===== src/hdl/bmmd_pkg.sv =====
// Shared types, target codes and address constants for the banked memory map decoder.
package bmmd_pkg;

  // Target codes
  localparam logic [2:0] TGT_ROM   = 3'd0;
  localparam logic [2:0] TGT_CRAM  = 3'd1;
  localparam logic [2:0] TGT_INT   = 3'd2;
  localparam logic [2:0] TGT_NONE  = 3'd3;
  localparam logic [2:0] TGT_DMA   = 3'd4;
  localparam logic [2:0] TGT_TIMER = 3'd5;

  // Access kinds
  localparam logic FUNC_READ  = 1'b0;
  localparam logic FUNC_WRITE = 1'b1;

  // Address map boundaries
  localparam logic [15:0] ADDR_ECHO_LO  = 16'hE000;
  localparam logic [15:0] ADDR_ECHO_HI  = 16'hFE00;
  localparam logic [15:0] ECHO_OFFSET   = 16'h2000;
  localparam logic [15:0] ADDR_UNUSE_LO = 16'hFEA0;
  localparam logic [15:0] ADDR_UNUSE_HI = 16'hFEFF;
  localparam logic [15:0] ADDR_LY       = 16'hFF44;
  localparam logic [15:0] ADDR_DIV      = 16'hFF04;
  localparam logic [15:0] ADDR_DMA      = 16'hFF46;
  localparam logic [15:0] ADDR_TAC      = 16'hFF07;
  localparam logic [3:0]  GATE_KEY      = 4'hA;

  // Register-space write selectors, address bits 14..13 below 0x8000
  localparam logic [1:0] REG_GATE    = 2'd0;
  localparam logic [1:0] REG_ROM_LO  = 2'd1;
  localparam logic [1:0] REG_UPPER   = 2'd2;
  localparam logic [1:0] REG_MODE    = 2'd3;

  localparam logic [6:0] ROM_BANK_RESET = 7'd1;

  typedef struct packed {
    logic [6:0] rom_bank_sel;
    logic [1:0] ram_bank_sel;
    logic       ram_banking_mode;
    logic       ram_gate;
  } bank_t;

  typedef struct packed {
    logic        func;
    logic [15:0] address;
    logic [7:0]  data_in;
  } access_t;

  typedef struct packed {
    logic [2:0]  target;
    logic [20:0] phys_address;
    logic [7:0]  store_byte;
    logic        mirror_write;
    logic [15:0] mirror_address;
    logic        ram_gate_open;
  } result_t;

endpackage


===== src/hdl/bmmd_if.sv =====
// Valid/ready channel interfaces for bus accesses and decode results.
interface bmmd_in_if;
  logic        valid;
  logic        ready;
  logic        func;
  logic [15:0] address;
  logic [7:0]  data_in;

  modport source (output valid, output func, output address, output data_in, input ready);
  modport sink   (input valid, input func, input address, input data_in, output ready);
endinterface

interface bmmd_out_if;
  logic        valid;
  logic        ready;
  logic [2:0]  target;
  logic [20:0] phys_address;
  logic [7:0]  store_byte;
  logic        mirror_write;
  logic [15:0] mirror_address;
  logic        ram_gate_open;

  modport source (output valid, output target, output phys_address, output store_byte,
                  output mirror_write, output mirror_address, output ram_gate_open,
                  input ready);
  modport sink   (input valid, input target, input phys_address, input store_byte,
                  input mirror_write, input mirror_address, input ram_gate_open,
                  output ready);
endinterface


===== src/hdl/bmmd_bank_regs.sv =====
// Bank-controller state registers: ROM bank, RAM bank, banking mode and RAM gate.
module bmmd_bank_regs (
  input  logic           clk,
  input  logic           rst_n,
  input  logic           upd_en,
  input  bmmd_pkg::bank_t bank_nxt,
  output bmmd_pkg::bank_t bank_r
);

  // Hold state until a decoded transaction advances into the result register
  always_ff @(posedge clk) begin
    if (!rst_n) begin
      bank_r.rom_bank_sel     <= bmmd_pkg::ROM_BANK_RESET;
      bank_r.ram_bank_sel     <= 2'd0;
      bank_r.ram_banking_mode <= 1'b0;
      bank_r.ram_gate         <= 1'b0;
    end else if (upd_en) begin
      bank_r <= bank_nxt;
    end
  end

endmodule


===== src/hdl/bmmd_decode.sv =====
// Combinational address decode and bank-register update for one bus access.
module bmmd_decode (
  input  bmmd_pkg::access_t acc,
  input  bmmd_pkg::bank_t   bank,
  output bmmd_pkg::result_t res,
  output bmmd_pkg::bank_t   bank_nxt
);

  logic [15:0] a;
  logic [7:0]  d;
  logic        in_echo;
  logic        in_cram;
  logic        in_unuse;
  logic [4:0]  rom_lo;

  assign a        = acc.address;
  assign d        = acc.data_in;
  assign in_echo  = (a >= bmmd_pkg::ADDR_ECHO_LO) && (a < bmmd_pkg::ADDR_ECHO_HI);
  assign in_cram  = (a[15:13] == 3'b101);
  assign in_unuse = (a >= bmmd_pkg::ADDR_UNUSE_LO) && (a < bmmd_pkg::ADDR_UNUSE_HI);
  assign rom_lo   = (d[4:0] == 5'd0) ? 5'd1 : d[4:0];

  // Decode target and addresses, update bank state on register writes
  always_comb begin
    bank_nxt           = bank;
    res.target         = bmmd_pkg::TGT_INT;
    res.phys_address   = {5'd0, a};
    res.store_byte     = 8'd0;
    res.mirror_write   = 1'b0;
    res.mirror_address = 16'd0;

    if (acc.func == bmmd_pkg::FUNC_READ) begin
      if (a[15] == 1'b0) begin
        res.target = bmmd_pkg::TGT_ROM;
        if (a[14]) begin
          res.phys_address = {bank.rom_bank_sel, a[13:0]};
        end
      end else if (in_cram) begin
        res.target       = bmmd_pkg::TGT_CRAM;
        res.phys_address = {6'd0, bank.ram_bank_sel, a[12:0]};
      end else if (in_echo) begin
        res.phys_address = {5'd0, a - bmmd_pkg::ECHO_OFFSET};
      end
    end else if (a[15] == 1'b0) begin
      res.target       = bmmd_pkg::TGT_NONE;
      res.phys_address = 21'd0;
      case (a[14:13])
        bmmd_pkg::REG_GATE: begin
          bank_nxt.ram_gate = (d[3:0] == bmmd_pkg::GATE_KEY);
        end
        bmmd_pkg::REG_ROM_LO: begin
          bank_nxt.rom_bank_sel[4:0] = rom_lo;
        end
        bmmd_pkg::REG_UPPER: begin
          if (bank.ram_banking_mode) begin
            bank_nxt.ram_bank_sel = d[1:0];
          end else begin
            bank_nxt.rom_bank_sel[6:5] = d[1:0];
          end
        end
        bmmd_pkg::REG_MODE: begin
          bank_nxt.ram_banking_mode = d[0];
        end
        default: begin
          bank_nxt = bank;
        end
      endcase
    end else if (in_unuse) begin
      res.target       = bmmd_pkg::TGT_NONE;
      res.phys_address = 21'd0;
    end else if (in_cram) begin
      res.target       = bmmd_pkg::TGT_CRAM;
      res.phys_address = {6'd0, bank.ram_bank_sel, a[12:0]};
      res.store_byte   = d;
    end else if (in_echo) begin
      res.store_byte     = d;
      res.mirror_write   = 1'b1;
      res.mirror_address = a - bmmd_pkg::ECHO_OFFSET;
    end else if ((a == bmmd_pkg::ADDR_LY) || (a == bmmd_pkg::ADDR_DIV)) begin
      res.store_byte = 8'd0;
    end else if (a == bmmd_pkg::ADDR_DMA) begin
      res.target       = bmmd_pkg::TGT_DMA;
      res.phys_address = {5'd0, d, 8'd0};
      res.store_byte   = d;
    end else if (a == bmmd_pkg::ADDR_TAC) begin
      res.target     = bmmd_pkg::TGT_TIMER;
      res.store_byte = d;
    end else begin
      res.store_byte = d;
    end

    res.ram_gate_open = bank_nxt.ram_gate;
  end

endmodule


===== src/hdl/banked_memory_map_decoder_top.sv =====
// Top level of the banked memory map decoder: input register, decode, result register.
//
//  channel   | direction | payload
//  ----------+-----------+-----------------------------------------------------------
//  in_bus    | sink      | func, address, data_in
//  out_bus   | source    | target, phys_address, store_byte, mirror_write,
//            |           | mirror_address, ram_gate_open
//
// One transaction per cycle sustained while out_bus.ready stays high; an accepted access
// passes through the input register and then the result register around the decode
// logic before its result is valid.
// Bank registers update as a transaction moves into the result register, so each access
// sees the state left by the one before it.
// Synchronous active-low reset empties both registers and restores the bank state.
// A stalled result holds the pipeline; in_bus.ready follows out_bus.ready combinationally.
module banked_memory_map_decoder_top (
  input logic        clk,
  input logic        rst_n,
  bmmd_in_if.sink    in_bus,
  bmmd_out_if.source out_bus
);

  logic               in_v_r;
  bmmd_pkg::access_t  in_r;
  logic               out_v_r;
  bmmd_pkg::result_t  out_r;
  logic               advance;
  bmmd_pkg::result_t  res;
  bmmd_pkg::bank_t    bank_r;
  bmmd_pkg::bank_t    bank_nxt;

  assign advance      = in_v_r && (!out_v_r || out_bus.ready);
  assign in_bus.ready = !in_v_r || advance;

  // Capture accepted transaction
  always_ff @(posedge clk) begin
    if (!rst_n) begin
      in_v_r <= 1'b0;
    end else if (in_bus.ready) begin
      in_v_r <= in_bus.valid;
    end
  end

  always_ff @(posedge clk) begin
    if (in_bus.ready && in_bus.valid) begin
      in_r.func    <= in_bus.func;
      in_r.address <= in_bus.address;
      in_r.data_in <= in_bus.data_in;
    end
  end

  bmmd_decode u_decode (
    .acc      (in_r),
    .bank     (bank_r),
    .res      (res),
    .bank_nxt (bank_nxt)
  );

  bmmd_bank_regs u_bank_regs (
    .clk      (clk),
    .rst_n    (rst_n),
    .upd_en   (advance),
    .bank_nxt (bank_nxt),
    .bank_r   (bank_r)
  );

  // Advance result register, drop it once taken
  always_ff @(posedge clk) begin
    if (!rst_n) begin
      out_v_r <= 1'b0;
    end else if (advance) begin
      out_v_r <= 1'b1;
    end else if (out_bus.ready) begin
      out_v_r <= 1'b0;
    end
  end

  always_ff @(posedge clk) begin
    if (advance) begin
      out_r <= res;
    end
  end

  assign out_bus.valid          = out_v_r;
  assign out_bus.target         = out_r.target;
  assign out_bus.phys_address   = out_r.phys_address;
  assign out_bus.store_byte     = out_r.store_byte;
  assign out_bus.mirror_write   = out_r.mirror_write;
  assign out_bus.mirror_address = out_r.mirror_address;
  assign out_bus.ram_gate_open  = out_r.ram_gate_open;

endmodule


===== src/flat_wrapper.sv =====
// flat-port wrapper written by rule: the top's interface ports become plain ports
module banked_memory_map_decoder_top_flat 
  (clk, rst_n, in_bus_valid, in_bus_func, in_bus_address, in_bus_data_in, in_bus_ready, out_bus_valid, out_bus_target, out_bus_phys_address, out_bus_store_byte, out_bus_mirror_write, out_bus_mirror_address, out_bus_ram_gate_open, out_bus_ready);
  bmmd_in_if in_bus_i ();
  bmmd_out_if out_bus_i ();
  input logic clk;
  input logic rst_n;
  input wire logic [$bits(in_bus_i.valid)-1:0] in_bus_valid;
  input wire logic [$bits(in_bus_i.func)-1:0] in_bus_func;
  input wire logic [$bits(in_bus_i.address)-1:0] in_bus_address;
  input wire logic [$bits(in_bus_i.data_in)-1:0] in_bus_data_in;
  output wire logic [$bits(in_bus_i.ready)-1:0] in_bus_ready;
  output wire logic [$bits(out_bus_i.valid)-1:0] out_bus_valid;
  output wire logic [$bits(out_bus_i.target)-1:0] out_bus_target;
  output wire logic [$bits(out_bus_i.phys_address)-1:0] out_bus_phys_address;
  output wire logic [$bits(out_bus_i.store_byte)-1:0] out_bus_store_byte;
  output wire logic [$bits(out_bus_i.mirror_write)-1:0] out_bus_mirror_write;
  output wire logic [$bits(out_bus_i.mirror_address)-1:0] out_bus_mirror_address;
  output wire logic [$bits(out_bus_i.ram_gate_open)-1:0] out_bus_ram_gate_open;
  input wire logic [$bits(out_bus_i.ready)-1:0] out_bus_ready;
  assign in_bus_i.valid = in_bus_valid;
  assign in_bus_i.func = in_bus_func;
  assign in_bus_i.address = in_bus_address;
  assign in_bus_i.data_in = in_bus_data_in;
  assign in_bus_ready = in_bus_i.ready;
  assign out_bus_valid = out_bus_i.valid;
  assign out_bus_target = out_bus_i.target;
  assign out_bus_phys_address = out_bus_i.phys_address;
  assign out_bus_store_byte = out_bus_i.store_byte;
  assign out_bus_mirror_write = out_bus_i.mirror_write;
  assign out_bus_mirror_address = out_bus_i.mirror_address;
  assign out_bus_ram_gate_open = out_bus_i.ram_gate_open;
  assign out_bus_i.ready = out_bus_ready;
  banked_memory_map_decoder_top u_core (.clk(clk), .rst_n(rst_n), .in_bus(in_bus_i), .out_bus(out_bus_i));
endmodule

===== config.mk =====
export PLATFORM = sky130hd
export DESIGN_NAME = banked_memory_map_decoder_top_flat
export DESIGN_NICKNAME = d
export VERILOG_FILES = /design/src/hdl/bmmd_pkg.sv /design/src/hdl/bmmd_if.sv /design/src/hdl/bmmd_bank_regs.sv /design/src/hdl/bmmd_decode.sv /design/src/hdl/banked_memory_map_decoder_top.sv /design/src/flat_wrapper.sv
export SDC_FILE = /design/constraint.sdc
export NUM_CORES = 1
export LEC_CHECK = 0
export ABC_AREA = 0
export ABC_CLOCK_PERIOD_IN_PS = 8900
export BUFFER_PORTS_ARGS = -buffer_cell sky130_fd_sc_hd__buf_4
export CAP_MARGIN = 10
export CORE_MARGIN = 1.5
export CORE_UTILIZATION = 58
export DETAILED_ROUTE_END_ITERATION = 10
export GPL_ROUTABILITY_DRIVEN = 0
export HOLD_SLACK_MARGIN = 0.03
export PLACE_DENSITY_LB_ADDON = 0.15
export SETUP_SLACK_MARGIN = 0.5
export SYNTH_ARGS = -nofsm -noshare
export SYNTH_HDL_FRONTEND = slang
export SYNTH_SLANG_ARGS = --single-unit

===== constraint.sdc =====
create_clock -name clk -period 8.9 [get_ports clk]
set_input_delay 1.78 -clock clk [delete_from_list [all_inputs] [get_ports clk]]
set_output_delay 1.78 -clock clk [all_outputs]
set_load 0.01 [all_outputs]

==> results.toml <==
[critical_path]
max_stage_delay_ns = 0.37
worstSetupPathType = "input pin to primary output"
critical_path_required_ns = 7.12
crit_top_cell = "buf_4"
worstPathMaxFanout = 5
worstSetupEndpointType = "primary output"
crit_arrival_ns = 2.54
slowest_stage = "nor2b_1"
critPathLaunchType = "input pin"
path_cells = "buf_4 > nor2b_1 > nand2_1 > buf_4"

[placement]
dp.cells = 403
dp_hpwl_um = 4980
io_buffer_count = 80

[power_and_ir_drop]
internal-power_uw = 645
vdd_drop_max_mv = 0.194
p_sw_uw = 184
power_density_nw_per_um2 = 182
leakage_nw = 1.72
p_clk_share_pct = 33.3
pwr-share-seq_pct = 58.3
p_sw_share_pct = 22.2
combPwrFrac_pct = 8.3

[die]
die_y_um = 82.6
start_util_pct = 61.0
num_io_pins = 81
die_x_um = 82.6
die_area_um2 = 6820
core-area_um2 = 6030
fp-row-count = 28

[synthesis]
synth-main-ff-cell = "edfxtp_1"
ys_ff_latch = 88
ys_top_cells_by_area = "edfxtp_1, dfxtp_1, and2_1, mux2i_1, ha_1"
synthesis.area_um2 = 3670
netlist.area_leader.share_pct = 61.3
syn_nets = 291
synth_top_area_cell = "edfxtp_1"
synthCells = 257
avgSynthCellArea_um2 = 14.3
ys_warn_count = 0
synth_edf_count = 75
ys_seq_area_share_pct = 68.4
ys_types = 53
synthArstFlopShare_pct = 0

[route]
drt_iter0_drc = 210
first_pass_iters = 5
drt-total-wl_um = 7310
vias = 2425
vias_per_cell = 5.79
ant_nets = 0
drc = 0
wl_per_cell_um = 17.4

[job]
cap_violations = 0

[cts]
cts_setup_buffers = 0
htreeDepth = 3
clock_latency_ns = 0.35
ctsHoldBuffers = 0
clock_tree.buffer_depth = 2
cts_sinks = 88
cts_buffers = 9
postCtsResizedCells = 0
path_clk_slew_ns = 0.09
clockRootBuffer = "clkbuf_8"
cts_tree = "done"

[grt]
grt_util_all_layers_pct = 22.8
grt_start_max_net_pins = 30
grt_pass1_wl_um = 11100
antenna_found_initial = 0
grt_pass1_vias = 2234
grt_overflow = 0

[cells_and_area]
nFillCells = 378
seq_area_um2 = 2510
layout-drive-gt1-share_pct = 30.8
multi_input_area_um2 = 1100
fin_util_pct = 75.5
nNetsFinal = 373
area_growth_pct = 23.7
n_antenna_cell = 0
stdcell_count = 419

[sta]
relSlewSlack_pct = 20.3
worstMarginPinSlew_ns = 1.19
finalSetupTns_ns = 0
period_needed_ns = 4.32
skew_ns = 0.0129
fin_crit_sh_pct = 48.6
finalHoldViolCount = 0
setup_viol = 0
timing.fmax_ghz = 0.231
rsz0062_at_grt = "no"
maxSlewViolCount = 0

[min_path]
hold_class = "register to register"

[run_status]
status = "complete, no violations"
==> metal layers <==
metal | global-route usage, % | up-vias | part of all wire [%]
met2 | 37.5 | 101 | 51
met5 | 0 | - | 0
met3 | 5.16 | 16 | 5.9
li1 | - | 1128 | -
met4 | 8.67 | 0 | 1.8
met1 | 29.7 | 1180 | 42
==> logic make-up (layout without fill, tap and decap cells) <==
logic type | after synthesis | in the layout | share of synthesized area (%)
DFF | 88 | 88 | 68.4
muxes | 8 | 8 | 2.32
xor gates and xnor gates | 2 | 2 | 0.477
buffers and inverters | 15 | 102 | 1.91
adders and majority gates | 5 | 5 | 1.70
AOI/OAI and AO/OA | 33 | 33 | 7.29
and+or+nand+nor | 106 | 106 | 17.9
==> state kept, by name, indices dropped and copies added (netlist names) <==
name / cells
u_core.out_bus.phys_address: 21
u_core.out_bus.mirror_write: 1
u_core.out_bus.valid: 1
u_core.out_bus.ram_gate_open: 1
u_core.out_bus.mirror_address: 16
u_core.out_bus.target: 3
u_core.in_r: 25
u_core.in_v_r: 1
u_core.out_bus.store_byte: 8
u_core.u_bank_regs.bank_r: 11
==> worst max-delay path: cells and delay by family <==
family / cells / cell delay, ns
AND/OR/NAND/NOR: 2 / 0.49
buffers and inverters: 2 / 0.27
==> placed cells by master (no fill, tap or decap), types with 5 or more instances in the layout <==
| cell type | instances |
|---|---|
| nor4_1 | 9 |
| mux2i_1 | 7 |
| and2_1 | 35 |
| nand3_1 | 6 |
| nor2_1 | 5 |
| nor2b_1 | 8 |
| dfxtp_1 | 13 |
| buf_4 | 82 |
| nand2_1 | 15 |
| ha_1 | 5 |
| clkbuf_8 | 12 |
| edfxtp_1 | 75 |
==> final cells by class <==
type / count / area share [%]
clock buffer: 13 / 4.18
clock inverter: 3 / 0.440
inverter: 4 / 0.330
multi-input combinational: 154 / 24.2
sequential: 88 / 55.3
tap: 75 / 2.06
timing repair buffer: 82 / 13.5
==> cells in the mapped netlist, types with 2 or more instances <==
library cell   n
clkbuf_1       7
a21boi_0       4
nor2b_1        9
nand3_1        6
nor2_1         5
inv_1          4
xnor2_1        2
nor3b_1        4
mux2i_1        7
a21oi_1        3
and2_1        35
o21bai_1       2
nand2b_1       2
nand2_1       15
buf_2          2
nor3_1         3
ha_1           5
nor4_1         9
and3_1         2
o31ai_1        3
o21ai_1        2
dfxtp_1       13
edfxtp_1      75
o211a_1        4
nand3b_1       2
nand4_1        4
o21ai_0        2
==> power groups by stage <==
stage / clock network, mW / registers (mW) / logic, mW
2_1_floorplan: 0 / 0.493 / 0.0309
3_3_place_gp: 0 / 0.492 / 0.0669
3_5_place_dp: 0 / 0.493 / 0.0689
4_1_cts: 0.279 / 0.483 / 0.0692
5_1_grt: 0.296 / 0.486 / 0.0746
6_report: 0.276 / 0.484 / 0.0690
==> metrics by stage <==
step                      setup WS, ns  power (mW)  cell area [µm²]  hold slack, ns
after floorplan                   4.22       0.524             3670           0.439
after global placement            4.64       0.559             4340           0.452
after detailed placement          4.60       0.562             4340           0.458
after CTS                         4.59       0.831             4550           0.468
after global routing              4.51       0.856             4550           0.494
final                             4.58       0.829             4550           0.471
==> final timing paths <==
path / start / to / slack (ns) / cells after the start
worst max-delay path: out_bus_ready / in_bus_ready / 4.58 / 4
worst min-delay path: u_core.u_bank_regs.bank_r[6] / u_core.u_bank_regs.bank_r[6] / 0.47 / 2
worst max register to register: u_core.in_r[22] / u_core.out_bus.phys_address[11] / 6.33 / 5
worst min register to register: u_core.u_bank_regs.bank_r[6] / u_core.u_bank_regs.bank_r[6] / 0.47 / 2
Power figures use the tool's default switching activity.
